## src/design/mac_pkg.sv

```systemverilog
// ----------------------------------------------------------------------------
// mac_pkg: shared types and constants for the meter autorange controller
// register indexes, reset values and the classification word
// ----------------------------------------------------------------------------
package mac_pkg;

	localparam int SampleWidth = 16;
	localparam int RangeWidth  = 2;
	localparam int CfgIdxWidth = 3;

	typedef logic [SampleWidth-1:0] sample_t;
	typedef logic [RangeWidth-1:0]  range_t;

	typedef enum logic [CfgIdxWidth-1:0] {
		CFG_LOW_WINDOW_FLOOR   = 3'd0,
		CFG_LOW_WINDOW_CEILING = 3'd1,
		CFG_OVER_LIMIT_LOW     = 3'd2,
		CFG_OVER_LIMIT_HIGH    = 3'd3
	} cfg_index_t;

	localparam sample_t LowFloorReset   = 16'd0;
	localparam sample_t LowCeilReset    = 16'd6553;
	localparam sample_t OverLowReset    = 16'd0;
	localparam sample_t OverHighReset   = 16'd62258;

	localparam range_t RangeMin = 2'd0;
	localparam range_t RangeMax = 2'd2;

	// sample class against the threshold window
	typedef struct packed {
		logic low;
		logic high;
	} mac_class_t;

	// thresholds as one bundle
	typedef struct packed {
		sample_t low_floor;
		sample_t low_ceil;
		sample_t over_low;
		sample_t over_high;
	} mac_thresh_t;

	// range state and the switch flag of one step
	typedef struct packed {
		range_t range;
		logic   extra;
		logic   pin;
		logic   switched;
	} mac_state_t;

endpackage

```

## src/design/mac_classify.sv

```systemverilog
// ----------------------------------------------------------------------------
// mac_classify: threshold compare for one sample
// flags a reading as low (inside the window) and high (outside the limits)
// ----------------------------------------------------------------------------
module mac_classify (
	input  mac_pkg::sample_t    sample,
	input  mac_pkg::mac_thresh_t thresh,
	output mac_pkg::mac_class_t cls
);
	import mac_pkg::*;

	always_comb begin
		cls.low  = (sample > thresh.low_floor) && (sample < thresh.low_ceil);
		cls.high = (sample > thresh.over_high) || (sample < thresh.over_low);
	end

endmodule

```

## src/design/mac_range_step.sv

```systemverilog
// ----------------------------------------------------------------------------
// mac_range_step: range state registers and next-state logic
// one step per registered word, new state visible to the next word at once
// ----------------------------------------------------------------------------
module mac_range_step (
	input  logic                clk,
	input  logic                arst_n,
	input  logic                step_en,
	input  mac_pkg::mac_class_t cls,
	input  logic                res_mode,
	output mac_pkg::mac_state_t nxt
);
	import mac_pkg::*;

	range_t range_q;
	logic   extra_q;
	logic   pin_q;

	always_comb begin
		range_t r;
		logic   ex;
		logic   sw;
		r  = range_q;
		ex = extra_q;
		sw = 1'b0;
		if (!res_mode) begin
			ex = 1'b0;
			if (cls.high && r != RangeMin) begin
				r  = r - 2'd1;
				sw = 1'b1;
			end else if (cls.low && r != RangeMax) begin
				r  = r + 2'd1;
				sw = 1'b1;
			end
		end else if (!extra_q) begin
			// low reading at top range wraps into extra gain
			if (cls.low && r == RangeMax) begin
				r  = RangeMin;
				ex = 1'b1;
				sw = 1'b1;
			end else if (cls.low) begin
				r  = r + 2'd1;
				sw = 1'b1;
			end
			if (cls.high && r != RangeMin) begin
				r  = r - 2'd1;
				sw = 1'b1;
			end
		end else begin
			if (cls.low && r != RangeMax) begin
				r  = r + 2'd1;
				sw = 1'b1;
			end
			// high reading at bottom range leaves extra gain
			if (cls.high && r != RangeMin) begin
				r  = r - 2'd1;
				sw = 1'b1;
			end else if (cls.high) begin
				r  = RangeMax;
				ex = 1'b0;
				sw = 1'b1;
			end
		end
		nxt.range    = r;
		nxt.extra    = ex;
		nxt.switched = sw;
		nxt.pin      = (sw && r == RangeMin) ? ex : pin_q;
	end

	always_ff @(posedge clk or negedge arst_n) begin
		if (!arst_n) begin
			range_q <= RangeMin;
			extra_q <= 1'b0;
			pin_q   <= 1'b0;
		end else if (step_en) begin
			range_q <= nxt.range;
			extra_q <= nxt.extra;
			pin_q   <= nxt.pin;
		end
	end

endmodule

```

## src/design/meter_autorange_controller.sv

```systemverilog
// ----------------------------------------------------------------------------
// meter_autorange_controller: gain autoranging for a meter front end
// classifies each sample against programmable limits and steps the range
// ----------------------------------------------------------------------------
//
//  channel  | handshake            | payload
//  ---------+----------------------+---------------------------------------------
//  in       | in_valid / in_ready  | sample, resistance_mode
//  out      | out_valid / out_ready| range_now, mux_pins, resistance_gain_pin,
//           |                      | extra_gain, range_switched
//  cfg      | cfg_valid / cfg_ready| cfg_index, cfg_data
//
// one word per cycle sustained while the output is not stalled; a word passes through the
// input register with compare flags, then the range step into the output register
// range state updates as a word moves into the output register, so the next word
// already sees it; an output stall holds the output word and backs up into in_ready
// reset clears range, extra flag and pin to zero and loads threshold defaults
// cfg writes are always taken; index above three is ignored
// ----------------------------------------------------------------------------
module meter_autorange_controller (
	input  logic                clk,
	input  logic                arst_n,
	input  logic                in_valid,
	output logic                in_ready,
	input  mac_pkg::sample_t    sample,
	input  logic                resistance_mode,
	output logic                out_valid,
	input  logic                out_ready,
	output mac_pkg::range_t     range_now,
	output mac_pkg::range_t     mux_pins,
	output logic                resistance_gain_pin,
	output logic                extra_gain,
	output logic                range_switched,
	input  logic                cfg_valid,
	output logic                cfg_ready,
	input  logic [mac_pkg::CfgIdxWidth-1:0] cfg_index,
	input  mac_pkg::sample_t    cfg_data
);
	import mac_pkg::*;

	// threshold registers
	mac_thresh_t thresh_q;

	assign cfg_ready = 1'b1;

	always_ff @(posedge clk or negedge arst_n) begin
		if (!arst_n) begin
			thresh_q.low_floor <= LowFloorReset;
			thresh_q.low_ceil  <= LowCeilReset;
			thresh_q.over_low  <= OverLowReset;
			thresh_q.over_high <= OverHighReset;
		end else if (cfg_valid) begin
			case (cfg_index)
				CFG_LOW_WINDOW_FLOOR:   thresh_q.low_floor <= cfg_data;
				CFG_LOW_WINDOW_CEILING: thresh_q.low_ceil  <= cfg_data;
				CFG_OVER_LIMIT_LOW:     thresh_q.over_low  <= cfg_data;
				CFG_OVER_LIMIT_HIGH:    thresh_q.over_high <= cfg_data;
				default: ;
			endcase
		end
	end

	// stage 1: compare flags and mode, registered
	mac_class_t cls_in;
	mac_class_t cls_s1;
	logic       res_s1;
	logic       valid_s1;
	logic       load_out;
	logic       accept_in;

	mac_classify u_classify (
		.sample (sample),
		.thresh (thresh_q),
		.cls    (cls_in)
	);

	// output slot free or draining this cycle
	assign load_out  = valid_s1 && (!out_valid || out_ready);
	assign in_ready  = !valid_s1 || load_out;
	assign accept_in = in_valid && in_ready;

	always_ff @(posedge clk or negedge arst_n) begin
		if (!arst_n) begin
			valid_s1 <= 1'b0;
		end else if (in_ready) begin
			valid_s1 <= in_valid;
		end
	end

	always_ff @(posedge clk) begin
		if (accept_in) begin
			cls_s1 <= cls_in;
			res_s1 <= resistance_mode;
		end
	end

	// stage 2: range step and output register
	mac_state_t nxt;

	mac_range_step u_range_step (
		.clk      (clk),
		.arst_n   (arst_n),
		.step_en  (load_out),
		.cls      (cls_s1),
		.res_mode (res_s1),
		.nxt      (nxt)
	);

	mac_state_t out_q;

	always_ff @(posedge clk or negedge arst_n) begin
		if (!arst_n) begin
			out_valid <= 1'b0;
		end else if (load_out) begin
			out_valid <= 1'b1;
		end else if (out_ready) begin
			out_valid <= 1'b0;
		end
	end

	always_ff @(posedge clk) begin
		if (load_out) begin
			out_q <= nxt;
		end
	end

	assign range_now           = out_q.range;
	assign mux_pins            = out_q.range;
	assign resistance_gain_pin = out_q.pin;
	assign extra_gain          = out_q.extra;
	assign range_switched      = out_q.switched;

	// range never reaches code three
	a_range_legal: assert property (@(posedge clk) disable iff (!arst_n)
		out_valid |-> (range_now != 2'd3))
		else $error("range code three on output");

	// a stalled output with a word waiting blocks the input
	a_stall_backpressure: assert property (@(posedge clk) disable iff (!arst_n)
		(out_valid && !out_ready && valid_s1) |-> !in_ready)
		else $error("input taken while stage full and output stalled");

	// the pin only moves on a switch to range zero
	a_pin_on_switch: assert property (@(posedge clk) disable iff (!arst_n)
		(load_out && !nxt.switched) |=> (resistance_gain_pin == $past(u_range_step.pin_q)))
		else $error("pin changed without a switch");

	// output word holds while stalled
	a_out_hold: assert property (@(posedge clk) disable iff (!arst_n)
		(out_valid && !out_ready) |=> (out_valid && $stable(out_q)))
		else $error("output word changed under stall");

endmodule
```

## config.mk

```make
export PLATFORM = sky130hd
export DESIGN_NAME = meter_autorange_controller
export DESIGN_NICKNAME = d
export VERILOG_FILES = /design/src/design/mac_pkg.sv /design/src/design/mac_classify.sv /design/src/design/mac_range_step.sv /design/src/design/meter_autorange_controller.sv
export SDC_FILE = /design/constraint.sdc
export NUM_CORES = 1
export LEC_CHECK = 0
export ABC_AREA = 1
export ABC_CLOCK_PERIOD_IN_PS = 2410
export BUFFER_PORTS_ARGS = -buffer_cell sky130_fd_sc_hd__buf_2
export CAP_MARGIN = 20
export CORE_MARGIN = 3
export CORE_UTILIZATION = 50
export DETAILED_ROUTE_END_ITERATION = 16
export GPL_ROUTABILITY_DRIVEN = 0
export PLACE_DENSITY = 0.78
export RECOVER_POWER = 100
export REMOVE_ABC_BUFFERS = 1
export SKIP_CTS_REPAIR_TIMING = 1
export SYNTH_ARGS = -nofsm -noshare
export SYNTH_HDL_FRONTEND = slang
export SYNTH_SLANG_ARGS = --single-unit
export TNS_END_PERCENT = 5
```

## constraint.sdc

```tcl
create_clock -name clk -period 2.41 [get_ports clk]
set_input_delay 0 -clock clk [delete_from_list [all_inputs] [get_ports clk]]
set_output_delay 0 -clock clk [all_outputs]
set_load 0.01 [all_outputs]
```

# After elaboration in Yosys (flattened, before gate mapping)
# Index checks and enable logic that the tools add are counted.
[word_totals]
regBits = 78
out_inout_bits = 10
wordCells = 83
[classes]
n_addsub = 4
n_lt_le_gt_ge = 4
eq_ne = 5
mux = 30
reduce_logical = 24
[op_table]
columns = ["cell", "count"]
rows = [
  ["> comparator 16 bit", 2],
  ["less-than comparator 16 bit", 2],
  ["two-way mux 2 bit", 13],
  ["two-way mux 1 bit", 17],
  ["logical AND 1 bit", 9],
  ["AND reduction 2 bit", 4],
  ["nonzero test 2 bit", 4],
  ["equality test 3 x 2 -> 1 bit, second input constant", 2],
  ["subtractor 2 x 1 -> 2 bit, second input constant", 3],
  ["equality test 3 x 1 -> 1 bit, second input constant", 1],
  ["logical NOT 3 bit", 1],
  ["logical OR 1 bit", 3],
  ["adder 2 x 1 -> 2 bit, second input constant", 1],
  ["equality test 2 bit, second input constant", 1],
  ["logical NOT 1 bit", 2],
  ["logical NOT 2 bit", 1],
  ["inequality test 2 bit, second input constant", 1],
]

# Logic depth before layout (Yosys ltp)
# Gate-level depths: netlist of the first run.
[logic_depth]
word_depth = 13
ltp_mapped = 17
mapped_depth_nobuf = 17

# Hierarchy
# From an unflattened synthesis of the first run, not the netlist that was laid out.
[unflattened]
hier_cells = 657
hier_area_um2 = 5077.4
[by_module_without_submodules]
columns = ["mod", "instances", "cells_per_inst", "area_per_inst_um2", "seq_area_each_um2"]
rows = [
  ["meter_autorange_controller", 1, 308, 2952.8, 1911.8],
  ["mac_classify", 1, 266, 1640.3, 0.0],
  ["mac_range_step", 1, 83, 484.2, 100.1],
]

# Worst setup path before layout of the first run
# OpenSTA, ideal clock, no wires.
[synth_path]
path_type = "register to register"
start = "register u_range_step.range_q[0]"
end = "register out_q (netlist bit resistance_gain_pin), data pin"
setup_time_ps = 255
t_arrival_ps = 1991
required_time_ps = 2155
path_slack_ps = 165
stages_incl_launch_ff = 15
n_path_buf = 0
cell_sequence = "dfrtp_1 inv_1 ha_1 nand3_1 and2_1 ha_1 nor2_2 inv_1 nand3_1 nand3_1 nand2_1 nand2_1 nand2_2 nand4_1 and2_1"
[synth_lines]
columns = ["item", "line", "rtl"]
rows = [
  ["start, declared", "mac_range_step.sv:15", "range_t range_q;"],
  ["start signal, assigned", "mac_range_step.sv:72", "range_q <= RangeMin;"],
  ["start signal, assigned", "mac_range_step.sv:76", "range_q <= nxt.range;"],
  ["end signal, assigned", "meter_autorange_controller.sv:123", "out_q <= nxt;"],
  ["end, declared", "meter_autorange_controller.sv:109", "mac_state_t out_q;"],
]

==> reports/metrics.csv, run 1 <==
metric,value,unit
outcome,"finished, violations left",
failing checks,"capacitance limit, slew limit",
reg2reg setup slack,90,ps
Psw,1.571,mW
final std cells w/o fill,758,
initial antenna violation count,0,
vias per inst,5.272,
CTS tree,built,
drt total wl,10640,um
"Min Clock Period, post-route",2325,ps
Slew headroom,-0.1253,
synth unique cells,30,
Setup crit start,u_range_step.range_q[1]$_DFFE_PN0P_,
hpwl dp,7614,um
CP Max Fanout,5,
via count,3996,
worst-margin pin slew,1688,ps
reg2reg path depth,14,
CP arrival,2430,ps
Die Area,10650,um2
diode count,0,
"Worst Path Class, Setup",register to register,
first-pass GRT wire length,17240,um
drt pass-1 iters,5,
IO Count,51,
layout cell share with drive strength beyond 1,0.1431,
main area contributors after synthesis,"dfrtp_1 29%, ha_1 17%, nand2_1 10%",
Core Area,8934,um2
FF-to-FF End,resistance_gain_pin$_DFFE_PP_,
worst hold path class,input pin to register,
Layout fillers,782,
Design Power,4.290,mW
crit end category,register,
clk_lat worst skew,350,ps
Layout area overhead,15.77,%
Final TNS setup,0,ps
placed cell count,719,
CTS buffer count,9,
Layout Nets,751,
Root Driver,clkbuf_8,
YS warnings,0,
largest area contributor in the netlist,dfrtp_1,
Yosys top cell area share,0.2862,
internal cell power,2.719,mW
Residual DRC,0,
crit share post-route,0.9646,
Total GRT Usage,0.2079,
LEAKAGE,2.804,nW
GR Overflow Total,0,
Crit path required time,2520,ps
CTS Buffer Depth,2,
Hold Crit Depth,6,
highest ir drop seen on vdd,0.0004236,V
Buffers on Ports,49,
Worst Setup EP,resistance_gain_pin$_DFFE_PP_,
DP Worst Slack,32.22,ps
vias in the first global route,3881,
Max Cap Viol,1,
Critical R2R Launch,u_range_step.range_q[1]$_DFFE_PN0P_,
Mapped Area,4722,um2
Final ANT Viol Nets,0,
FF+latch area,2012,um2
post-synthesis sequential area ratio,0.4261,
"Cell Area, Placed",5080,um2
Mapped Cells,571,
skew final,5.203,ps
Switching Share,0.3663,
crit start category,register,
register bit count reported by yosys,78,
PnR worst setup slack,85.20,ps
largest net degree at the start of global routing,71,
share of power burned in registers,0.423,
final hold violation count,0,
die width,103.2,um
Die H,103.2,um
CTS sink count,78,
multi-input combinational cell area,2276,um2
Starting Density,0.5286,
H-Tree Depth,3,
routed len/inst,14.03,um
# setup viols final,0,
clock slew at reported path FFs,80,ps
Final Instance Area,5466,um2
fin. max-slew vios,71,
pwr dens,784.8,nW/um2
initial DRC count,159,
Clock power frac,0.200,
"Avg Cell Area, Syn",8.270,um2
Logic pwr share,0.377,
highest clock rate,0.4301,GHz
Rows,34,
area by class of cell:
class / count / area share
inverter: 105 / 0.07210
sequential: 78 / 0.3680
tap: 108 / 0.02472
clock inverter: 2 / 0.001831
clock buffer: 14 / 0.02792
multi-input combinational: 373 / 0.4163
timing repair buffer: 78 / 0.08904
synth_stat cells:
cell type / number
a211oi_1: 2
a21o_1: 1
a21oi_1: 32
a21oi_2: 1
a31o_2: 1
and2_1: 3
buf_4: 3
clkbuf_1: 12
conb_1: 1
dfrtp_1: 54
dfstp_2: 16
edfxtp_1: 8
ha_1: 65
inv_1: 102
inv_2: 3
nand2_1: 127
nand2_2: 8
nand3_1: 22
nand3_2: 1
nand4_1: 5
nor2_1: 10
nor2_2: 1
nor3_1: 4
nor3b_1: 1
o211ai_1: 5
o21a_1: 1
o21ai_0: 78
o21ai_1: 2
o221ai_1: 1
or2_4: 1
per-stage QoR:
stage / hold slack (ps) / util
finish: 317.5 / 0.6119
global placement: 181.9 / 0.5686
global route: 373.3 / 0.6119
floorplan: -295.6 / -
detailed placement: 184.5 / 0.5686
CTS: -177.6 / 0.5868
logic make-up after synthesis:
group / after synthesis / synth area share
AOI/OAI and AO/OA: 124 / 0.1386
adders and majority gates: 65 / 0.1722
buffers and inverters: 120 / 0.09777
DFF: 78 / 0.4261
other: 1 / 0.0007942
and+or+nand+nor: 183 / 0.1646
state kept, by name, indices dropped and copies added, names as in the netlist, 2 cells and up:
signal / flops
cls_s1: 2
mux_pins: 2
u_range_step.range_q: 2
thresh_q: 64
worst max-delay path, stage by stage, from the launching register on:
cell,delay [ps]
dfrtp_1,440
inv_2,70
ha_4,280
nand3_4,80
and2_4,150
ha_1,180
nor2_2,140
nand2_1,80
nand2_1,60
inv_1,50
a21oi_2,120
nand2_1,90
nand2_2,90
nand4_1,100
and2_1,150
power by group through the flow:
stage               Combinational, mW  Sequential (mW)  Clock [mW]
finish                           1.62             1.82       0.859
global route                     1.85             1.85       0.947
CTS                              1.50             1.81       0.882
detailed placement               1.49             1.83           0
global placement                 1.39             1.82           0
floorplan                        1.04             1.82           0
placed cells by master (no fill, tap or decap), types with 2 or more instances in the layout:
master           n
a211oi_1         2
a21oi_1         32
and2_1           2
buf_2           40
buf_4            3
clkbuf_1        17
clkbuf_8        10
clkinv_2         2
dfrtp_1         54
dfstp_2         15
dlygate4sd3_1   21
edfxtp_1         8
ha_1            63
inv_1           99
inv_2            6
nand2_1        128
nand2_2          7
nand3_1         21
nand4_1          5
nor2_1          10
nor3_1           4
o211ai_1         5
o21ai_0         78
o21ai_1          2
worst min path at each step:
stage | startpoint | to | slack, ps
5_1_grt | resistance_mode | res_s1$_DFFE_PP_ | 370
3_5_place_dp | resistance_mode | res_s1$_DFFE_PP_ | 180
6_report | sample[15] | cls_s1[1]$_DFFE_PP_ | 320
3_3_place_gp | resistance_mode | res_s1$_DFFE_PP_ | 180
2_1_floorplan | arst_n | out_valid$_DFFE_PN0P_ | -300
4_1_cts | resistance_mode | res_s1$_DFFE_PP_ | -180
layer usage:
layer	up-vias	part of all wire	wire length (um)	track usage
li1	1998	-	-	-
met1	1867	0.43	4557	0.2551
met2	105	0.50	5347	0.3606
met3	26	0.041	431	0.03286
met4	0	0.028	298	0.09263
met5	-	0	0	0
(Power assumes the default switching activity.)
==> run 2, diff against run 1 <==
--- a/config.mk
+++ b/config.mk
@@ -12,8 +12,8 @@
 export CORE_MARGIN = 3
 export CORE_UTILIZATION = 50
 export DETAILED_ROUTE_END_ITERATION = 16
-export GPL_ROUTABILITY_DRIVEN = 0
-export PLACE_DENSITY = 0.78
+export GPL_ROUTABILITY_DRIVEN = 1
+export PLACE_DENSITY = 0.72
 export RECOVER_POWER = 100
 export REMOVE_ABC_BUFFERS = 1
 export SKIP_CTS_REPAIR_TIMING = 1
==> reports/metrics.csv, run 2 (same netlist as run 1, synthesis figures left out) <==
metric,value,unit
clock slew at reported path FFs,80,ps
Layout Nets,749,
"most common cell after layout, fill and taps aside",nand2_1,
CP Max Fanout,4,
Starting Density,0.5286,
Buffers on Ports,49,
Design Power,4.341,mW
Fin Hold WS,-6.056,ps
crit start category,register,
vias in the first global route,3766,
DP Worst Slack,54.97,ps
clk_lat worst skew,360,ps
Setup crit start,u_range_step.range_q[1]$_DFFE_PN0P_,
IO Count,51,
CTS Buffer Depth,2,
crit end category,register,
Die H,103.2,um
Max Cap Viol,1,
initial antenna violation count,0,
drt total wl,10280,um
fin. max-slew vios,71,
Layout area overhead,16.19,%
CP arrival,2370,ps
routability cong.,0.8788,
GR Overflow Total,0,
Slew headroom,-0.1559,
die width,103.2,um
# setup viols final,0,
"Min Clock Period, post-route",2249,ps
Residual DRC,0,
H-Tree Depth,3,
initial DRC count,135,
skew final,11.98,ps
worst-margin pin slew,1734,ps
Root Driver,clkbuf_8,
Core Area,8934,um2
first-pass GRT wire length,17370,um
drt pass-1 iters,4,
Die Area,10650,um2
largest net degree at the start of global routing,71,
highest ir drop seen on vdd,0.0003887,V
Final ANT Viol Nets,0,
Top reg by flops,thresh_q,
highest clock rate,0.4447,GHz
failing checks,"hold timing, capacitance limit, slew limit",
vias per inst,5.134,
crit share post-route,0.9332,
reg2reg path depth,14,
CTS buffer count,9,
max reg flops,64,
Hold Crit Depth,3,
CTS sink count,78,
Hold Startpoint,cfg_data[10],
layout cell share with drive strength beyond 1,0.1296,
routed len/inst,13.60,um
most frequent cells in the layout,"128 x nand2_1, 99 x inv_1, 78 x o21ai_0",
pwr dens,791.1,nW/um2
hpwl dp,7571,um
Crit path required time,2530,ps
Total GRT Usage,0.2088,
Critical R2R Launch,u_range_step.range_q[1]$_DFFE_PN0P_,
final hold violation count,3,
outcome,"finished, violations left",
CTS tree,built,
worst hold path class,input pin to register,
via count,3881,
LEAKAGE,2.809,nW
Rows,34,
"Worst Path Class, Setup",register to register,
diode count,0,
PnR worst setup slack,161.1,ps
run 2: cell types whose count changed in the layout (fill, tap and decap cells not counted), sizes merged:
| cell | delta |
|---|---|
| clkinv | -1 |
| clkinvlp | +1 |
| clkbuf | -3 |
| bufinv | +1 |
| buf | +1 |
| dlygate4sd3 | -1 |
run 2: layer usage:
| layer | GRT usage | vias to the layer above | routed length [um] |
|---|---|---|---|
| met2 | 0.3409 | 74 | 4934 |
| met5 | 0 | - | 0 |
| met1 | 0.2738 | 1795 | 4714 |
| met3 | 0.04359 | 23 | 372 |
| li1 | - | 1989 | - |
| met4 | 0.08068 | 0 | 259 |
run 2: worst max-delay path, stage by stage (launching register included):
cell and delay [ps]:
dfrtp_1 420, inv_2 60, ha_4 270, nand3_2 100, and2_1 160, ha_1 180, nor2_2 130, nand2_1 60
nand2_1 60, inv_1 50, a21oi_2 120, nand2_1 70, nand2_2 80, nand4_1 90, and2_1 150
run 2: worst paths after layout:
| path | endpoint | slack [ps] |
|---|---|---|
| min in group asynchronous | thresh_q[41]$_DFFE_PN0P_ | 710 |
| max in group asynchronous | thresh_q[30]$_DFFE_PN0P_ | 650 |
| min reg2reg | thresh_q[10]$_DFFE_PN0P_ | 490 |
| max | resistance_gain_pin$_DFFE_PP_ | 160 |
| max reg2reg | resistance_gain_pin$_DFFE_PP_ | 160 |
| min | thresh_q[10]$_DFFE_PN0P_ | -6 |
run 2: cell type report:
class / count / area, um2
timing repair buffer: 76 / 476.7
fill: 819 / 3447
sequential: 78 / 2012
multi-input combinational: 373 / 2266
clock buffer: 13 / 160.2
tap: 108 / 135.1
clock inverter: 3 / 42.54
inverter: 105 / 394.1
run 2: metrics by stage:
step                      utilization  std cells  cell area [um2]  setup TNS, ps
after detailed placement       0.5686        719             5080              0
after CTS                      0.5913        735             5283              0
after global routing           0.6141        756             5487         -1.326
final                          0.6141        756             5487              0
after global placement         0.5686        719             5080              0
after floorplan                     -        556             4654              0
run 2: power breakdown:
group	switching, mW	internal [mW]
clock	0.467	0.541
sequential	0.165	1.64
combinational	0.900	0.624
